===== config.mk =====
export PLATFORM = sky130hd
export DESIGN_NAME = stepper_axis_position_controller
export DESIGN_NICKNAME = d
export VERILOG_FILES = /design/src/design/spc_pkg.sv /design/src/design/spc_next_state.sv /design/src/design/stepper_axis_position_controller.sv
export SDC_FILE = /design/constraint.sdc
export NUM_CORES = 1
export LEC_CHECK = 0
export ABC_AREA = 0
export BUFFER_PORTS_ARGS = -buffer_cell sky130_fd_sc_hd__buf_2
export CORE_MARGIN = 10
export CORE_UTILIZATION = 35
export DETAILED_ROUTE_END_ITERATION = 16
export PLACE_DENSITY = 0.47
export SLEW_MARGIN = 20
export SYNTH_ARGS = -nofsm -noshare
export SYNTH_HDL_FRONTEND = slang
export SYNTH_HIERARCHICAL = 1
export SYNTH_SLANG_ARGS = --single-unit
export TNS_END_PERCENT = 1

===== constraint.sdc =====
create_clock -name clk -period 12.2 [get_ports clk]
set_input_delay 1.22 -clock clk [delete_from_list [all_inputs] [get_ports clk]]
set_output_delay 1.22 -clock clk [all_outputs]
set_load 0.02 [all_outputs]

===== src/design/spc_pkg.sv =====
// ----------------------------------------------------------------------------
// spc_pkg
// Shared types and constants for the stepper axis position controller.
// ----------------------------------------------------------------------------
package spc_pkg;

	// Width of the saturating millisecond counter.
	localparam int TIME_BITS = 16;

	// Configuration register indexes.
	localparam int CFG_IDX_W = 3;
	localparam logic [CFG_IDX_W-1:0] CFG_MIN_OPENING      = 3'd0;
	localparam logic [CFG_IDX_W-1:0] CFG_MAX_OPENING      = 3'd1;
	localparam logic [CFG_IDX_W-1:0] CFG_HOME_POSITION    = 3'd2;
	localparam logic [CFG_IDX_W-1:0] CFG_HOMING_DIRECTION = 3'd3;
	localparam logic [CFG_IDX_W-1:0] CFG_STEP_PERIOD_MS   = 3'd4;
	localparam int CFG_DATA_W = 8;

	// Reset values of the configuration registers.
	localparam logic [6:0] MIN_OPENING_RST    = 7'd0;
	localparam logic [6:0] MAX_OPENING_RST    = 7'd100;
	localparam logic [6:0] HOME_POSITION_RST  = 7'd0;
	localparam logic [7:0] STEP_PERIOD_MS_RST = 8'd10;

	// Behavior constants.
	localparam logic [7:0] RECOVER_MARGIN  = 8'd6;
	localparam logic [6:0] HOME_SPLIT      = 7'd50;
	localparam logic [7:0] HOMING_START    = 8'd100;
	localparam int         MS_PER_TENTH    = 100;

	// Item kinds.
	localparam logic FUNC_COMMAND = 1'b0;
	localparam logic FUNC_TICK    = 1'b1;

	typedef struct packed {
		logic [6:0] min_opening;
		logic [6:0] max_opening;
		logic [6:0] home_position;
		logic       homing_direction;
		logic [7:0] step_period_ms;
	} spc_cfg_t;

	typedef struct packed {
		logic       func;
		logic       home_request;
		logic [7:0] target_position;
		logic [7:0] step_time_tenths;
		logic       limit_active;
	} spc_item_t;

	typedef struct packed {
		logic [7:0]           position;
		logic [7:0]           setpoint;
		logic [7:0]           step_time;
		logic                 homing;
		logic                 recovering;
		logic [7:0]           recover_target;
		logic                 mid_step;
		logic [TIME_BITS-1:0] ms_since_move;
		logic                 all_in_place;
		logic                 pin_step;
		logic                 pin_dir;
		logic                 pin_enable;
		logic                 pin_low;
	} spc_state_t;

	typedef struct packed {
		logic       step_pin;
		logic       dir_pin;
		logic       enable_on;
		logic       low_current;
		logic [7:0] position_now;
		logic       at_setpoint;
		logic       in_place_event;
	} spc_result_t;

	function automatic logic [7:0] abs_diff(input logic [7:0] a, input logic [7:0] b);
		abs_diff = (a > b) ? (a - b) : (b - a);
	endfunction

endpackage


===== src/design/spc_next_state.sv =====
// ----------------------------------------------------------------------------
// spc_next_state
// Next-state and result logic for one command or tick word.
// ----------------------------------------------------------------------------
module spc_next_state (
	input  spc_pkg::spc_cfg_t    cfg,
	input  spc_pkg::spc_item_t   item,
	input  spc_pkg::spc_state_t  cur,
	output spc_pkg::spc_state_t  nxt,
	output spc_pkg::spc_result_t res
);
	import spc_pkg::*;

	spc_state_t           s;
	logic                 evt;
	logic [7:0]           tgt;
	logic [7:0]           home8;
	logic [TIME_BITS-1:0] step_thresh;
	logic [TIME_BITS-1:0] period_ms;

	// One half-step pin toggle.
	function automatic spc_state_t half_step(input spc_state_t st);
		spc_state_t r;
		r               = st;
		r.pin_step      = st.mid_step;
		r.mid_step      = ~st.mid_step;
		r.ms_since_move = '0;
		return r;
	endfunction

	assign home8       = {1'b0, cfg.home_position};
	assign step_thresh = TIME_BITS'(cur.step_time) * TIME_BITS'(MS_PER_TENTH);
	assign period_ms   = TIME_BITS'(cfg.step_period_ms);

	always_comb begin
		s   = cur;
		evt = 1'b0;
		tgt = item.target_position;
		if (item.func == FUNC_COMMAND) begin
			if (item.home_request) begin
				s.homing   = 1'b1;
				s.setpoint = home8;
				s.position = HOMING_START;
			end else begin
				if (tgt < {1'b0, cfg.min_opening}) begin
					tgt = {1'b0, cfg.min_opening};
				end else if (tgt > {1'b0, cfg.max_opening}) begin
					tgt = {1'b0, cfg.max_opening};
				end
				s.setpoint  = tgt;
				s.step_time = item.step_time_tenths;
			end
		end else begin
			if (s.ms_since_move != '1) begin
				s.ms_since_move = s.ms_since_move + TIME_BITS'(1);
			end
			// Switch hit far from home: the position was lost, walk it back.
			if (!s.homing && !s.recovering && item.limit_active &&
			    abs_diff(s.position, home8) > RECOVER_MARGIN &&
			    abs_diff(s.setpoint, home8) > RECOVER_MARGIN) begin
				s.recovering     = 1'b1;
				s.recover_target = s.position;
				s.position       = home8;
			end
			if (s.position == s.setpoint) begin
				if (!s.all_in_place) begin
					s.all_in_place = 1'b1;
					evt            = 1'b1;
				end
			end else begin
				s.all_in_place = 1'b0;
				if (s.ms_since_move > period_ms) begin
					if (s.mid_step) begin
						s = half_step(s);
					end else if (s.homing) begin
						if (!item.limit_active) begin
							s.pin_enable = 1'b1;
							s.pin_low    = 1'b1;
							s.pin_dir    = cfg.home_position > HOME_SPLIT;
							s            = half_step(s);
						end else begin
							s.pin_enable = 1'b0;
							s.position   = home8;
							s.homing     = 1'b0;
						end
					end else if (s.recovering) begin
						s.pin_enable = 1'b1;
						s.pin_low    = 1'b0;
						if (s.recover_target > home8) begin
							s.pin_dir  = 1'b1;
							s.position = s.position + 8'd1;
						end else begin
							s.pin_dir  = 1'b0;
							s.position = s.position - 8'd1;
						end
						s = half_step(s);
						if (s.position == s.recover_target) begin
							s.recovering = 1'b0;
							s.pin_low    = 1'b1;
						end
					end else if (s.ms_since_move > step_thresh) begin
						if (item.limit_active) begin
							s.position = home8;
						end
						s.pin_enable = 1'b1;
						s.pin_low    = 1'b0;
						if (s.position > s.setpoint) begin
							s.pin_dir  = 1'b0;
							s.position = s.position - 8'd1;
						end else begin
							s.pin_dir  = 1'b1;
							s.position = s.position + 8'd1;
						end
						s = half_step(s);
						if (item.limit_active && (s.pin_dir == cfg.homing_direction)) begin
							s.position   = home8;
							s.pin_enable = 1'b0;
						end else if (s.position == home8) begin
							s.homing   = 1'b1;
							s.setpoint = home8;
							s.position = HOMING_START;
						end
						if (s.position == s.setpoint) begin
							s.pin_low = 1'b1;
						end
					end
				end
			end
		end
	end

	assign nxt                = s;
	assign res.step_pin       = s.pin_step;
	assign res.dir_pin        = s.pin_dir;
	assign res.enable_on      = s.pin_enable;
	assign res.low_current    = s.pin_low;
	assign res.position_now   = s.position;
	assign res.at_setpoint    = (s.position == s.setpoint);
	assign res.in_place_event = evt;

endmodule


===== src/design/stepper_axis_position_controller.sv =====
// ----------------------------------------------------------------------------
// stepper_axis_position_controller
// One half-step stepper axis: commands set the setpoint or request homing,
// millisecond ticks move the axis and drive the driver pins.
// ----------------------------------------------------------------------------
//
//  Channel   Handshake            Carries
//  -------   ------------------   ------------------------------------------
//  in        in_valid/in_ready    func, home_request, target_position,
//                                 step_time_tenths, limit_active
//  out       out_valid/out_ready  step_pin, dir_pin, enable_on, low_current,
//                                 position_now, at_setpoint, in_place_event
//  cfg       cfg_we               cfg_index, cfg_data (write only)
//
// The block takes one word per cycle while the result register is free or
// being taken. A word waits in the input register and its result is loaded
// into the result register at the edge at which the word advances.
// The axis state is updated in the same edge that loads the result, so a
// word always sees the state left by the word before it.
// When the result register is full and not taken, the input register holds
// and in_ready drops; the held word moves on as soon as out_ready rises.
// Reset clears the axis state (step pin high, all other pins low, in-place
// flag set) and loads the configuration reset values.
//
module stepper_axis_position_controller (
	input  logic                              clk,
	input  logic                              arst_n,
	// Input channel.
	input  logic                              in_valid,
	output logic                              in_ready,
	input  logic                              func,
	input  logic                              home_request,
	input  logic [7:0]                        target_position,
	input  logic [7:0]                        step_time_tenths,
	input  logic                              limit_active,
	// Result channel.
	output logic                              out_valid,
	input  logic                              out_ready,
	output logic                              step_pin,
	output logic                              dir_pin,
	output logic                              enable_on,
	output logic                              low_current,
	output logic [7:0]                        position_now,
	output logic                              at_setpoint,
	output logic                              in_place_event,
	// Configuration port.
	input  logic                              cfg_we,
	input  logic [spc_pkg::CFG_IDX_W-1:0]     cfg_index,
	input  logic [spc_pkg::CFG_DATA_W-1:0]    cfg_data
);
	import spc_pkg::*;

	spc_cfg_t    cfg_q;
	spc_item_t   item_s1;
	logic        valid_s1;
	spc_state_t  state_q;
	spc_state_t  state_nxt;
	spc_result_t res_nxt;
	spc_result_t res_q;
	logic        out_valid_q;
	logic        advance;

	// The input register moves forward whenever the result register is free
	// or is being emptied in this cycle.
	assign advance  = valid_s1 && (!out_valid_q || out_ready);
	assign in_ready = !valid_s1 || advance;

	// Configuration registers. Writes to unused indexes are dropped.
	always_ff @(posedge clk or negedge arst_n) begin
		if (!arst_n) begin
			cfg_q.min_opening      <= MIN_OPENING_RST;
			cfg_q.max_opening      <= MAX_OPENING_RST;
			cfg_q.home_position    <= HOME_POSITION_RST;
			cfg_q.homing_direction <= 1'b0;
			cfg_q.step_period_ms   <= STEP_PERIOD_MS_RST;
		end else if (cfg_we) begin
			unique case (cfg_index)
				CFG_MIN_OPENING:      cfg_q.min_opening      <= cfg_data[6:0];
				CFG_MAX_OPENING:      cfg_q.max_opening      <= cfg_data[6:0];
				CFG_HOME_POSITION:    cfg_q.home_position    <= cfg_data[6:0];
				CFG_HOMING_DIRECTION: cfg_q.homing_direction <= cfg_data[0];
				CFG_STEP_PERIOD_MS:   cfg_q.step_period_ms   <= cfg_data[7:0];
				default: ;
			endcase
		end
	end

	// Input register.
	always_ff @(posedge clk or negedge arst_n) begin
		if (!arst_n) begin
			valid_s1 <= 1'b0;
		end else if (in_valid && in_ready) begin
			valid_s1 <= 1'b1;
		end else if (advance) begin
			valid_s1 <= 1'b0;
		end
	end

	always_ff @(posedge clk) begin
		if (in_valid && in_ready) begin
			item_s1.func             <= func;
			item_s1.home_request     <= home_request;
			item_s1.target_position  <= target_position;
			item_s1.step_time_tenths <= step_time_tenths;
			item_s1.limit_active     <= limit_active;
		end
	end

	spc_next_state u_next (
		.cfg  (cfg_q),
		.item (item_s1),
		.cur  (state_q),
		.nxt  (state_nxt),
		.res  (res_nxt)
	);

	// Axis state and result valid flag.
	always_ff @(posedge clk or negedge arst_n) begin
		if (!arst_n) begin
			state_q <= '{
				position:       8'd0,
				setpoint:       8'd0,
				step_time:      8'd0,
				homing:         1'b0,
				recovering:     1'b0,
				recover_target: 8'd0,
				mid_step:       1'b0,
				ms_since_move:  '0,
				all_in_place:   1'b1,
				pin_step:       1'b1,
				pin_dir:        1'b0,
				pin_enable:     1'b0,
				pin_low:        1'b0
			};
			out_valid_q <= 1'b0;
		end else begin
			if (advance) begin
				state_q <= state_nxt;
			end
			if (advance) begin
				out_valid_q <= 1'b1;
			end else if (out_ready) begin
				out_valid_q <= 1'b0;
			end
		end
	end

	// Result payload register.
	always_ff @(posedge clk) begin
		if (advance) begin
			res_q <= res_nxt;
		end
	end

	assign out_valid      = out_valid_q;
	assign step_pin       = res_q.step_pin;
	assign dir_pin        = res_q.dir_pin;
	assign enable_on      = res_q.enable_on;
	assign low_current    = res_q.low_current;
	assign position_now   = res_q.position_now;
	assign at_setpoint    = res_q.at_setpoint;
	assign in_place_event = res_q.in_place_event;

	// The shown result always matches the state it was computed with.
	a_setpoint_flag: assert property (@(posedge clk) disable iff (!arst_n)
		out_valid_q |-> (at_setpoint == (position_now == state_q.setpoint)))
		else $error("at_setpoint disagrees with stored setpoint");

	// An in-place event is only reported when the axis is at its setpoint.
	a_event_in_place: assert property (@(posedge clk) disable iff (!arst_n)
		out_valid_q && in_place_event |-> at_setpoint)
		else $error("in-place event without reaching setpoint");

	// Every step pin toggle restarts the millisecond count.
	a_toggle_clears_time: assert property (@(posedge clk) disable iff (!arst_n)
		(state_q.pin_step != $past(state_q.pin_step)) |-> (state_q.ms_since_move == '0))
		else $error("step pin toggled without clearing the move timer");

	// A word held in the input register is never dropped while stalled.
	a_s1_held: assert property (@(posedge clk) disable iff (!arst_n)
		valid_s1 && !advance |=> valid_s1)
		else $error("input register lost a word during a stall");

endmodule

==> results.md <==
- Area grow syn2layout: 10.0%
- Routed WL per cell: roughly 21 um
- Cell Area, Synth: about 0.011 mm^2
- CP max FO: 14
- DR DRC count: 0
- Core area: about 0.032 mm^2
- CTS H-tree depth: 4
- Leakage: 5.56 nW
- Synth top area share: 0.177
- Crit share post-route: 0.779
- Most used DFF post-synth: dfrtp_1
- Final hold slack: 0.505 ns
- Post-route minimum period: between 9 and 10 ns
- Worst endpoint required time: 12.45 ns
- Slew @ Worst Pin: 0.813 ns
- First-pass GRT wire length: around 55000 um
- Largest cells by area after synthesis: dfrtp_1 18%, ha_1 13%, mux2_2 8.8%
- Hold Buf Count CTS: 0
- Post-CTS setup buffer count: 0
- Proportion of layout cells with a drive suffix above 1: 0.180
- Placed inst area: 0.0121 mm^2
- Startpoint Class: register
- WL met1: roughly 16000 um
- Iteration-0 DRC Markers: about 570
- Pwr/cell area: 274 mW/mm^2
- DR top layer: met4
- Initial antenna violation count: 0
- Highest Clock Rate: 105 MHz
- Synth cell types: 96
- CP max stage cell: a21oi_1
- Skew final: 0.0133 ns
- Antenna Nets Post-Route: 0
- Status: finished, final reports clean
- Synthesized Nets: about 1400
- Met2 WL: 16700 um
- Most used cell, CP: o21a_1
- Grt total ovfl: 0
- Final setup viols: 0
- Site row count: 66
- Synth async-reset ratio: 0.727
- Synth Register Bits: 121
- Vias: 9611
- Sequential fraction of the synthesis area: 0.279
- TritonRoute pass-1 iters: 8
- Number of global-route vias before repair: 9426
- VDD IR max: about 0.12 mV
- # nets final: 1426
- Port bufs: 50
- Post-synthesis instance total: 1244
- Diodes inserted: 0
- CTS sink cnt: 121
- Worst hold stages: 1
- GP Congestion: between 0.9 and 1
- Final cell count without fillers: ~1700
- Synth area leader: dfrtp_1
- Setup TNS: 0 ns
- Max-capacitance violation count: 0
- Hold Fails Final Rpt: 0
- Starting Density: 0.354
- CTS max path bufs: 2
- Mean Syn Cell Area: 9.22 um^2
- Chip width: 201 um
- I/O pin count: between 50 and 60
- Final HPWL DP: between 20000 and 30000 um
- Pin count of the biggest net entering global routing: between 50 and 60
- Die area: 0.0404 mm^2
- Slew HR: 0.452
- CP Capture Type: register
- TritonCTS Buffers: 17
- Synth warn: 6
- Critical Path AT: 9.75 ns
- Chip Height: between 200 and 250 um
- Fin. max-slew vios: 0
- Critical Path Max Stage Delay: ~0.64 ns
- CTS clock-pin slew for the worst setup and hold paths: about 0.060 ns
- Post-placement cell count: 1686
- CTS tree: done
- HP Class: reg -> reg
- Final wirelength: 35600 um
- Final instance area: 0.0126 mm^2
- Clk_lat worst skew: 0.43 ns
- EDFF count, synth: 33
- Root Buffer: clkbuf_16
- R2R depth: 33
- Vias per cell: 5.59
- GRT Resource Usage Total: 0.173
- Met3 WL: 1320 um
- Post_cts resized: 0
- Setup Crit Path Kind: reg -> reg
- RSZ-0062 raised after global routing: no
## path summary, 6_finish.rpt
path / from / to / slack [ns]
setup / recovery: cfg_q[13] / at_setpoint / 2.70
hold / removal: cfg_q[29] / cfg_q[29] / 0.50
setup reg to reg: cfg_q[13] / at_setpoint / 2.70
hold reg to reg: cfg_q[29] / cfg_q[29] / 0.50
max in group asynchronous: arst_n / state_q[54] / 10.32
min in group asynchronous: arst_n / state_q[26] / 0.73
## cells in the final DEF, fill, tap and decap left out, drive strengths merged, types with 14 or more instances in the layout
cell	count
a21o	23
a21oi	67
buf	65
clkbuf	17
dfrtp	81
edfxtp	33
ha	119
inv	122
mux2	92
mux2i	25
nand2	88
nand2b	19
nand3	19
nand4	16
nor2	56
nor3	26
o211ai	16
o21a	14
o21ai	66
xnor2	43
xor2	25
## state kept, by name, indices dropped and copies added, names as in the netlist
signal          count
cfg_q              30
dir_pin             1
position_now        8
state_q            56
at_setpoint         1
step_pin            1
item_s1            19
low_current         1
enable_on           1
valid_s1            1
out_valid           1
in_place_event      1
## critical path, delay by kind of cell (launching register included)
| kind | cells | cell delay, ns |
|---|---|---|
| AOI/OAI and AO/OA | 20 | 4.58 |
| xor gates and xnor gates | 2 | 0.44 |
| adders and majority gates | 3 | 1.35 |
| buffers and inverters | 2 | 0.36 |
| DFF | 1 | 0.63 |
| muxes | 1 | 0.35 |
| and+or+nand+nor | 5 | 1.59 |
## cell usage after synthesis, types with 4 or more instances
master	count
o2bb2ai_1	7
a31oi_1	8
o21bai_1	10
buf_2	14
nor3_1	24
clkbuf_1	29
o22ai_1	11
nand3_1	19
o21a_1	13
a221o_1	4
ha_1	119
xnor2_1	43
nor4_1	8
nor2b_1	11
a21oi_1	65
o221ai_1	5
buf_4	17
a211o_1	7
a221oi_1	5
a21o_1	22
nor2_1	56
nand4b_1	4
and4_1	4
nand2_1	88
o21ai_0	66
mux2_2	90
a211oi_1	10
dfstp_2	7
o211ai_1	16
and3_1	8
a21boi_0	4
nand3b_1	10
and2_1	6
or2_2	6
xor2_1	25
fa_1	9
nand2b_1	19
nand4_1	16
edfxtp_1	33
mux2i_1	25
dfrtp_1	81
or3_1	13
inv_1	113
## metrics by stage
step                total power (W)  setup WS (ns)   util
floorplan                   0.00239           3.48      -
global placement            0.00296           3.09  0.371
detailed placement          0.00296           2.85  0.372
CTS                         0.00347           2.81  0.389
global route                0.00376           2.22  0.389
finish                      0.00346           2.70  0.389
## cells by family after synthesis
kind of cell	after synthesis	synth area share
AOI/OAI and AO/OA	318	0.198
xor gates and xnor gates	70	0.0558
adders and majority gates	128	0.145
buffers and inverters	181	0.0676
DFF	121	0.279
muxes	117	0.113
and+or+nand+nor	309	0.142
## metal layers
layer | GRT usage | vias up
li1 | - | 4574
met1 | 0.224 | 4715
met2 | 0.283 | 258
met3 | 0.0258 | 64
met4 | 0.0690 | 0
met5 | 0 | -
## cell type report
class,count,area (um^2)
fill,3267,19800
multi-input combinational,942,7500
sequential,121,3200
tap,442,553
inverter,116,435
clock buffer,17,425
timing repair buffer,65,373
clock inverter,15,139
## where the power goes
group / total [W] / switching (W) / leakage (nW) / internal, W
Sequential: 0.000676 / 0.000162 / 1.41 / 0.000514
Clock: 0.000489 / 0.000205 / 0.283 / 0.000284
Combinational: 0.00230 / 0.00134 / 3.87 / 0.000963
Power figures use the tool's default switching activity.
